[config.mk]
export PLATFORM = sky130hd
export DESIGN_NAME = clock_calendar_with_alarm
export DESIGN_NICKNAME = d
export VERILOG_FILES = /design/src/ccal_pkg.sv /design/src/clock_calendar_with_alarm.sv
export SDC_FILE = /design/constraint.sdc
export NUM_CORES = 1
export LEC_CHECK = 0
export BUFFER_PORTS_ARGS = -buffer_cell sky130_fd_sc_hd__buf_2
export CAP_MARGIN = 20
export CORE_MARGIN = 2
export CORE_UTILIZATION = 45
export CTS_BUF_LIST = sky130_fd_sc_hd__clkbuf_16
export CTS_CLUSTER_DIAMETER = 50
export CTS_CLUSTER_SIZE = 20
export DETAILED_ROUTE_END_ITERATION = 7
export HOLD_SLACK_MARGIN = 0.06
export PLACE_DENSITY = 0.75
export SLEW_MARGIN = 20
export SYNTH_ARGS = -nofsm -noshare
export SYNTH_HDL_FRONTEND = slang
export SYNTH_SLANG_ARGS = --single-unit
[constraint.sdc]
create_clock -name clock -period 4.85 [get_ports clock]
set_input_delay 0.97 -clock clock [delete_from_list [all_inputs] [get_ports clock]]
set_output_delay 0.97 -clock clock [all_outputs]
set_load 0.01 [all_outputs]
[src/ccal_pkg.sv]
// Package for the clock calendar with alarm.
// Holds request and response payload types, action and key codes, and limits.
// No dependencies.
`default_nettype none

package ccal_pkg;

   // Action codes; the unused fourth code changes nothing but checks the alarm.
   localparam logic [1:0] ACT_TICK = 2'd0;
   localparam logic [1:0] ACT_KEY  = 2'd1;
   localparam logic [1:0] ACT_LOAD = 2'd2;

   // Key codes.
   localparam logic [2:0] KEY_NONE  = 3'd0;
   localparam logic [2:0] KEY_UP    = 3'd1;
   localparam logic [2:0] KEY_LEFT  = 3'd2;
   localparam logic [2:0] KEY_DOWN  = 3'd3;
   localparam logic [2:0] KEY_RIGHT = 3'd4;
   localparam logic [2:0] KEY_OK    = 3'd5;
   localparam logic [2:0] KEY_BACK  = 3'd6;

   // Month numbers and limits.
   localparam logic [3:0]  MONTH_FEB = 4'd2;
   localparam logic [3:0]  MONTH_APR = 4'd4;
   localparam logic [3:0]  MONTH_JUN = 4'd6;
   localparam logic [3:0]  MONTH_SEP = 4'd9;
   localparam logic [3:0]  MONTH_NOV = 4'd11;
   localparam logic [4:0]  MONTHS_PER_YEAR = 5'd12;
   localparam logic [13:0] YEAR_MAX = 14'd9999;

   typedef struct packed {
      logic [1:0]  action;
      logic [2:0]  key_code;
      logic [4:0]  load_hours;
      logic [5:0]  load_minutes;
      logic [5:0]  load_seconds;
      logic [4:0]  load_day;
      logic [3:0]  load_month;
      logic [13:0] load_year;
   } req_type;

   typedef struct packed {
      logic [4:0]  hours_now;
      logic [5:0]  minutes_now;
      logic [5:0]  seconds_now;
      logic [4:0]  day_now;
      logic [3:0]  month_now;
      logic [13:0] year_now;
      logic [4:0]  alarm_hours_now;
      logic [5:0]  alarm_minutes_now;
      logic        ringing;
      logic        day_rolled;
      logic        key_consumed;
   } rsp_type;

endpackage

`default_nettype wire

[src/clock_calendar_with_alarm.sv]
// Top level of the clock calendar with alarm.
// Time, date and alarm state, single-pass update logic and the response register.
// Depends on ccal_pkg.
`default_nettype none

// Each accepted request (tick, key press or load) updates the clock, calendar
// and alarm state in the cycle it is accepted and yields exactly one response,
// which appears in the response register on the following cycle. A request is
// taken every cycle in which the response register is empty or being emptied,
// so the sustained rate is one request per clock; the single update pass between
// the request port and the response register sets this figure. The alarm enable
// register is written through csr_wr_en and csr_wr_data and has no read-back.
module clock_calendar_with_alarm
   import ccal_pkg::*;
(
   input  wire logic    clock,
   input  wire logic    reset,
   input  wire logic    req_valid,
   output logic         req_ready,
   input  wire req_type req_data,
   output logic         rsp_valid,
   input  wire logic    rsp_ready,
   output rsp_type      rsp_data,
   input  wire logic    csr_wr_en,
   input  wire logic    csr_wr_data
);

   logic [5:0]  seconds_ff, seconds_in;
   logic [5:0]  minutes_ff, minutes_in;
   logic [4:0]  hours_ff, hours_in;
   logic [4:0]  day_ff, day_in;
   logic [3:0]  month_ff, month_in;
   logic [13:0] year_ff, year_in;
   logic [4:0]  alarm_hours_ff, alarm_hours_in;
   logic [5:0]  alarm_minutes_ff, alarm_minutes_in;
   logic        edit_minutes_ff, edit_minutes_in;
   logic        ringing_ff, ringing_in;
   logic        alarm_enable_ff;
   logic        rsp_valid_ff;
   rsp_type     rsp_data_ff, rsp_data_in;

   logic        accept;
   logic        rolled;
   logic        consumed;
   logic [6:0]  sec_inc, min_inc;
   logic [5:0]  hrs_inc;
   logic [5:0]  day_inc;
   logic [4:0]  month_inc;
   logic [4:0]  month_len;

   function automatic logic [4:0] days_in_month(input logic [3:0] month,
                                                input logic [13:0] year);
      logic [4:0] len;
      if (month == MONTH_FEB) begin
         len = (year[1:0] == 2'b00) ? 5'd29 : 5'd28;
      end else if (month == MONTH_APR || month == MONTH_JUN ||
                   month == MONTH_SEP || month == MONTH_NOV) begin
         len = 5'd30;
      end else begin
         len = 5'd31;
      end
      return len;
   endfunction

   assign accept    = req_valid && req_ready;
   assign req_ready = !rsp_valid_ff || rsp_ready;
   assign rsp_valid = rsp_valid_ff;
   assign rsp_data  = rsp_data_ff;

   // Incremented values; seconds, minutes and hours stay below twice their modulus,
   // so one compare and subtract wraps them even for out-of-range counts; day and month wrap to one.
   assign sec_inc   = {1'b0, seconds_ff} + 7'd1;
   assign min_inc   = {1'b0, minutes_ff} + 7'd1;
   assign hrs_inc   = {1'b0, hours_ff} + 6'd1;
   assign day_inc   = {1'b0, day_ff} + 6'd1;
   assign month_inc = {1'b0, month_ff} + 5'd1;
   assign month_len = days_in_month(month_ff, year_ff);

   always_comb begin
      seconds_in       = seconds_ff;
      minutes_in       = minutes_ff;
      hours_in         = hours_ff;
      day_in           = day_ff;
      month_in         = month_ff;
      year_in          = year_ff;
      alarm_hours_in   = alarm_hours_ff;
      alarm_minutes_in = alarm_minutes_ff;
      edit_minutes_in  = edit_minutes_ff;
      ringing_in       = ringing_ff;
      rolled           = 1'b0;
      consumed         = 1'b0;

      if (req_data.action == ACT_TICK) begin
         seconds_in = (sec_inc >= 7'd60) ? 6'(sec_inc - 7'd60) : sec_inc[5:0];
         if (seconds_in == 6'd0) begin
            minutes_in = (min_inc >= 7'd60) ? 6'(min_inc - 7'd60) : min_inc[5:0];
            if (minutes_in == 6'd0) begin
               hours_in = (hrs_inc >= 6'd24) ? 5'(hrs_inc - 6'd24) : hrs_inc[4:0];
               if (hours_in == 5'd0) begin
                  rolled = 1'b1;
                  if (day_inc > {1'b0, month_len}) begin
                     day_in = 5'd1;
                     if (month_inc > MONTHS_PER_YEAR) begin
                        month_in = 4'd1;
                        year_in  = (year_ff >= YEAR_MAX) ? 14'd0 : year_ff + 14'd1;
                     end else begin
                        month_in = month_inc[3:0];
                     end
                  end else begin
                     day_in = day_inc[4:0];
                  end
               end
            end
         end
      end else if (req_data.action == ACT_LOAD) begin
         hours_in   = req_data.load_hours;
         minutes_in = req_data.load_minutes;
         seconds_in = req_data.load_seconds;
         day_in     = req_data.load_day;
         month_in   = req_data.load_month;
         year_in    = req_data.load_year;
      end

      // The match is checked on the updated time, before any key clears it.
      if (alarm_enable_ff && hours_in == alarm_hours_ff &&
          minutes_in == alarm_minutes_ff && seconds_in == 6'd0) begin
         ringing_in = 1'b1;
      end

      if (req_data.action == ACT_KEY && req_data.key_code != KEY_NONE) begin
         ringing_in = 1'b0;
         unique case (req_data.key_code)
            KEY_RIGHT: begin
               edit_minutes_in = 1'b1;
               consumed        = 1'b1;
            end
            KEY_LEFT: begin
               edit_minutes_in = 1'b0;
               consumed        = 1'b1;
            end
            KEY_UP: begin
               if (edit_minutes_ff) begin
                  alarm_minutes_in = (alarm_minutes_ff >= 6'd59) ? 6'd0
                                                                 : alarm_minutes_ff + 6'd1;
               end else begin
                  alarm_hours_in = (alarm_hours_ff >= 5'd23) ? 5'd0
                                                             : alarm_hours_ff + 5'd1;
               end
               consumed = 1'b1;
            end
            KEY_DOWN: begin
               if (edit_minutes_ff) begin
                  alarm_minutes_in = (alarm_minutes_ff == 6'd0) ? 6'd59
                                                                : alarm_minutes_ff - 6'd1;
               end else begin
                  alarm_hours_in = (alarm_hours_ff == 5'd0) ? 5'd23
                                                            : alarm_hours_ff - 5'd1;
               end
               consumed = 1'b1;
            end
            default: begin
               // Ok, back and the spare code only silence the alarm.
               consumed = 1'b0;
            end
         endcase
      end

      rsp_data_in.hours_now         = hours_in;
      rsp_data_in.minutes_now       = minutes_in;
      rsp_data_in.seconds_now       = seconds_in;
      rsp_data_in.day_now           = day_in;
      rsp_data_in.month_now         = month_in;
      rsp_data_in.year_now          = year_in;
      rsp_data_in.alarm_hours_now   = alarm_hours_in;
      rsp_data_in.alarm_minutes_now = alarm_minutes_in;
      rsp_data_in.ringing           = ringing_in;
      rsp_data_in.day_rolled        = rolled;
      rsp_data_in.key_consumed      = consumed;
   end

   always_ff @(posedge clock) begin
      if (reset) begin
         seconds_ff       <= 6'd45;
         minutes_ff       <= 6'd59;
         hours_ff         <= 5'd17;
         day_ff           <= 5'd14;
         month_ff         <= 4'd12;
         year_ff          <= 14'd2019;
         alarm_hours_ff   <= 5'd18;
         alarm_minutes_ff <= 6'd0;
         edit_minutes_ff  <= 1'b0;
         ringing_ff       <= 1'b0;
         alarm_enable_ff  <= 1'b0;
         rsp_valid_ff     <= 1'b0;
      end else begin
         if (csr_wr_en) begin
            alarm_enable_ff <= csr_wr_data;
         end
         if (accept) begin
            seconds_ff       <= seconds_in;
            minutes_ff       <= minutes_in;
            hours_ff         <= hours_in;
            day_ff           <= day_in;
            month_ff         <= month_in;
            year_ff          <= year_in;
            alarm_hours_ff   <= alarm_hours_in;
            alarm_minutes_ff <= alarm_minutes_in;
            edit_minutes_ff  <= edit_minutes_in;
            ringing_ff       <= ringing_in;
            rsp_valid_ff     <= 1'b1;
         end else if (rsp_ready) begin
            rsp_valid_ff <= 1'b0;
         end
      end
   end

   always_ff @(posedge clock) begin
      if (accept) begin
         rsp_data_ff <= rsp_data_in;
      end
   end

   // Every accepted request leaves a response waiting in the next cycle.
   a_accept_gives_rsp: assert property (@(posedge clock) disable iff (reset)
      accept |=> rsp_valid)
      else $error("accepted request produced no response");

   // A midnight rollover always leaves the time at exactly midnight.
   a_rolled_at_midnight: assert property (@(posedge clock) disable iff (reset)
      (rsp_valid && rsp_data.day_rolled) |->
         (rsp_data.hours_now == 5'd0 && rsp_data.minutes_now == 6'd0 &&
          rsp_data.seconds_now == 6'd0))
      else $error("day rollover reported away from midnight");

   // A consumed key silences the alarm in the same step.
   a_key_silences: assert property (@(posedge clock) disable iff (reset)
      (rsp_valid && rsp_data.key_consumed) |-> !rsp_data.ringing)
      else $error("alarm still ringing after a consumed key");

   // Alarm editing wraps, so the alarm time never leaves its range.
   a_alarm_in_range: assert property (@(posedge clock) disable iff (reset)
      rsp_valid |-> (rsp_data.alarm_hours_now <= 5'd23 &&
                     rsp_data.alarm_minutes_now <= 6'd59))
      else $error("alarm time out of range");

endmodule

`default_nettype wire
* Word-level counts from Yosys, hierarchy flattened
Index checks and enable logic that the tools add are counted.
Word-level totals: register bits 109, word-level logic and storage cells 136
Operators by class: add/sub/neg operators 13, eq/ne operators 13, reduce and logical (&&, ||, !) cells 24, mux-type cells 55, $lt $le $gt $ge 8
Operators by type and width (count):
- two-way mux 14 bit | 8
- two-way mux 5 bit | 16
- two-way mux 6 bit | 12
- two-way mux 4 bit | 7
- logical NOT 6 bit | 4
- adder 14 x 1 -> 14 bit, second input constant | 1
- adder 6 x 1 -> 7 bit, second input constant | 2
- greater-or-equal comparator 14 bit, second input constant | 1
- greater-or-equal comparator 7 x 6 -> 1 bit, second input constant | 2
- adder 5 x 1 -> 6 bit, second input constant | 2
- case mux 6 bit (2 select lines) | 1
- subtractor 6 bit, second input constant | 2
- logical NOT 5 bit | 2
- case mux 5 bit (2 select lines) | 1
- equality test 4 x 3 -> 1 bit, second input constant | 2
- equality test 4 bit, second input constant | 2
- two-way mux 1 bit | 8
- adder 6 x 1 -> 6 bit, second input constant | 1
- equality test 3 x 2 -> 1 bit, second input constant | 2
- equality test 6 bit | 1
- greater-or-equal comparator 6 x 5 -> 1 bit, second input constant | 1
- greater-or-equal comparator 6 bit, second input constant | 1
- greater-than comparator 6 x 5 -> 1 bit | 1
- AND reduction 3 bit | 2
- other kinds (22) | 31

* Logic depth before layout (Yosys ltp)
depth in word-level cells 13, mapped depth 16

* Worst setup path before layout
OpenSTA, ideal clock, no wires.
path kind register -> register, from reg minutes_ff[1], to reg, netlist name rsp_data[23], setup time 0.266 ns, stages on the path, launching flop included 15, slack 0.993 ns, arrival 3.591 ns, cells stage by stage dfxtp_1 ha_1 buf_1 xor2_1 ha_1 nand4b_1 a41oi_1 a41oi_1 o21ai_1 mux2_2 nand4_2 nor4_4 nand3_1 nand3_1 or3b_1
On the way: cells in the longest elaborated chain, start to end 7
Ends and longest elaborated chain:
- start, declared | RTL line clock_calendar_with_alarm.sv:29 | logic [5:0] minutes_ff, minutes_in;
- start signal, assigned | RTL line clock_calendar_with_alarm.sv:201 | minutes_ff <= minutes_in;
- adder 6 x 1 -> 7 bit * | RTL line clock_calendar_with_alarm.sv:73 | assign min_inc = {1'b0, minutes_ff} + 7'd1;
- subtractor 6 bit / greater-or-equal comparator 7 x 6 -> 1 bit (equally long branches) | RTL line clock_calendar_with_alarm.sv:96 | minutes_in = (min_inc >= 7'd60) ? 6'(min_inc - 7'd60) : min_inc[5:0];
- two-way mux 6 bit * | RTL line clock_calendar_with_alarm.sv:96
- logical NOT 6 bit * | RTL line clock_calendar_with_alarm.sv:97 | if (minutes_in == 6'd0) begin
- two-way mux 14 bit * | RTL line clock_calendar_with_alarm.sv:97
- two-way mux 14 bit * | RTL line clock_calendar_with_alarm.sv:95 | if (seconds_in == 6'd0) begin
- two-way mux 14 bit * | RTL line clock_calendar_with_alarm.sv:93 | if (req_data.action == ACT_TICK) begin
- via year_in[9] | RTL line clock_calendar_with_alarm.sv:33 | logic [13:0] year_ff, year_in;
Mark *: on every way through the listed nets, which the timed path passes. The rest lies on a longest branch. A chain may end at the register's enable or synchronous reset.

* Worst setup path in the final report
from reg minutes_ff[1], to reg, netlist name rsp_data[23]
On the way: cells in the longest elaborated chain, start to end 7
Ends and longest elaborated chain (RTL line):
- adder 6 x 1 -> 7 bit * | clock_calendar_with_alarm.sv:73
- subtractor 6 bit / greater-or-equal comparator 7 x 6 -> 1 bit (equally long branches) | clock_calendar_with_alarm.sv:96
- two-way mux 6 bit * | clock_calendar_with_alarm.sv:96
- logical NOT 6 bit * | clock_calendar_with_alarm.sv:97
- two-way mux 14 bit * | clock_calendar_with_alarm.sv:97
- two-way mux 14 bit * | clock_calendar_with_alarm.sv:95
- two-way mux 14 bit * | clock_calendar_with_alarm.sv:93
- via year_in[9] | clock_calendar_with_alarm.sv:33
Marks and branches as above.

==> results.toml <==
[logic_synthesis]
synth_enable_flop_cells = 54
yosysUniqueCellTypes = 86
syn_area_sq_um = 7300
yosysWarnings = 0
avgSynthCellArea_sq_um = 8.28
ys_async_sr_fraction_pct = 0
synth-seq-cells = 109
synth.net_count = 956
syn_inst = 882
synthFlopType = "dfxtp_1"
synth-seq-area-share_pct = 37.3

[worst_hold_path]
hp-class = "register to register"
min_from = "ringing_ff$_SDFFE_PP0P_"
hold_depth = 2

[routing]
drt_pass1_iterations = 6
wl_per_cell_microns = 17.8
drt_iter0_drc = 748
postRouteAntennaNets = 0
drt-total-wl_microns = 21000
vias = 7121
drc = 0
avgViaCountPerCell = 6.04

[clock_network]
clk_latency_ns = 0.37
cts_buffer_depth = 2
cts_setup_buffers = 0
cts_tree = "built"
clkSlewWorstSetupHoldPaths_ns = 0.08
htreeDepth = 3
clock_sinks = 109
clockRootBuffer = "clkbuf_16"
ctsResizeCount = 0
cts_hold_buf = 0
cts_inserted_buffers = 9

[final_layout]
final_cell_mix = "nand2_1 (117), buf_2 (106), o21ai_0 (65)"
instances_no_fill = 1178
final_util_pct = 52.0
syn2layout_area_growth_pct = 13.2
final_common_cell = "nand2_1"
final_cell_area_sq_um = 8260
nets = 1031
drive_gt1_share_pct = 16.3
diodes = 0
fill_cells = 1515

[placed_design]
place_congestion = 0.964
place_inst = 1162
dpl_cell_area_sq_um = 7970
place_ws_ns = 0.653
io_buffer_count = 106
post-dp-hpwl_microns = 14700

[power]
powerDensity_nw_per_um2 = 288
leakagePower_nw = 3.24
vdd_ir_drop_max_v = 0.000168

[global_routing]
grt_pass1_vias = 6503
gr-total-overflow = 0
antenna_found_initial = 0
grt_max_degree = 55
grt_pass1_wl_microns = 33400
grt_usage_pct = 23.8

[timing]
slew_headroom_pct = 44.5
tightest_slew_ns = 0.832
slew_viol_final = 0
fin_tns_setup_ns = 0
min_period_ns = 4.29
fmax_mhz = 233
rsz0062_at_grt = "false"
min_period_over_period_pct = 88.5
setup_ws_ns = 0.558
hold_violations = 0
setup_viol = 0
fin_worst_skew_ns = 0.0107

[worst_setup_path]
r2r-start = "minutes_ff[1]$_SDFFE_PP1P_"
crit_arrival_ns = 4.41
path_max_fanout = 13
crit_required_ns = 4.97
worst-setup-path-type = "register to register"
crit_start = "minutes_ff[1]$_SDFFE_PP1P_"
endpoint_kind = "register"
worst-r2r-cell-count = 13
critPathLaunchType = "register"

[floorplan]
dieArea_sq_um = 17300
die_h_microns = 131
top_level_ports = 107
start_util_pct = 46.0
placementRows = 46
die_w_microns = 131
core-area_sq_um = 15900

[run_status]
status = "finished, final reports clean"

[job]
max_cap_violations = 0
routing by layer:
layer  global-route usage, %  share of wire (%)
met1                    32.0                 44
met2                    38.3                 46
met3                    3.28                6.7
met5                       0                  0
met4                    10.3                3.1
final cells by class:
cell class | count | area, sq um | share of cell area [%]
clock buffer | 9 | 225 | 2.73
clock inverter | 7 | 66.3 | 0.803
tap | 216 | 270 | 3.27
sequential | 109 | 2720 | 32.9
multi-input combinational | 675 | 4180 | 50.6
timing repair buffer | 118 | 633 | 7.66
inverter | 44 | 166 | 2.01
logic make-up after synthesis:
kind of cell,after synthesis,synth area share [%]
buffers and inverters,98,5.50
AND/OR/NAND/NOR,342,23.4
XOR/XNOR,26,3.12
flip-flops,109,37.3
multiplexers,11,1.56
adder cells (fa/ha/maj),23,3.94
AO/OA/AOI/OAI,273,25.2
final timing paths:
kind                        endpoint  slack (ns)
max           rsp_data[23]$_DFFE_PP_        0.56
min          ringing_ff$_SDFFE_PP0P_        0.52
max reg2reg   rsp_data[23]$_DFFE_PP_        0.56
min reg2reg  ringing_ff$_SDFFE_PP0P_        0.52
report_power, final:
group	leakage [nW]	total, mW	internal [mW]	switching, mW
Sequential	0.969	1.10	1.04	0.0670
Combinational	2.14	0.537	0.209	0.328
Clock	0.136	0.740	0.360	0.380
flip-flops by register name, summed over array words and instances, names as in the netlist, 5 cells and up:
register,count
day_ff,5
rsp_data,54
hours_ff,5
minutes_ff,6
alarm_hours_ff,5
alarm_minutes_ff,6
seconds_ff,6
year_ff,14
worst max-delay path, cell delays in order (launching register included):
cell      delay [ns]
dfxtp_1         0.49
ha_1            0.50
xor2_1          0.31
ha_1            0.26
nand4b_1        0.11
a41oi_1         0.23
a41oi_1         0.06
o21ai_1         0.42
mux2_2          0.37
nand4_2         0.16
nor4_4          0.47
nand3_1         0.18
nand3_1         0.12
or3b_1          0.35
metrics by stage:
step,total power [mW],hold WS [ns]
2_1_floorplan,1.49,0.452
3_3_place_gp,1.64,0.485
3_5_place_dp,1.65,0.502
4_1_cts,2.38,0.518
5_1_grt,2.48,0.558
6_report,2.38,0.519
synth_stat cells, drive strengths merged (4+ instances only):
| master | number | area share [%] |
|---|---|---|
| o31ai | 11 | 1.2 |
| nor4 | 10 | 1.1 |
| nor2 | 61 | 3.1 |
| a32oi | 4 | 0.48 |
| and3 | 15 | 1.4 |
| and4b | 4 | 0.55 |
| buf | 12 | 1.1 |
| a211oi | 15 | 1.7 |
| nand2 | 118 | 6.1 |
| edfxtp | 54 | 22 |
| ha | 23 | 3.9 |
| nand3 | 42 | 2.9 |
| xnor2 | 20 | 2.4 |
| a21oi | 52 | 3.6 |
| nand4 | 8 | 0.77 |
| o21ai | 71 | 4.9 |
| dfxtp | 55 | 15 |
| nor3b | 4 | 0.41 |
| a31oi | 11 | 0.94 |
| a41oi | 4 | 0.48 |
| o211ai | 18 | 2.0 |
| o22ai | 9 | 0.77 |
| nand2b | 8 | 0.69 |
| a22oi | 11 | 1.1 |
| o221ai | 7 | 0.84 |
| nor3 | 24 | 1.7 |
| or3 | 11 | 0.94 |
| inv | 43 | 2.2 |
| a21o | 7 | 0.72 |
| xor2 | 6 | 0.72 |
| clkbuf | 42 | 2.2 |
| mux2i | 8 | 1.1 |
| a22o | 4 | 0.48 |
| nor2b | 10 | 0.86 |
| and2 | 9 | 0.77 |
| o21a | 7 | 0.72 |
No activity file was read; power rests on OpenSTA's default activity.
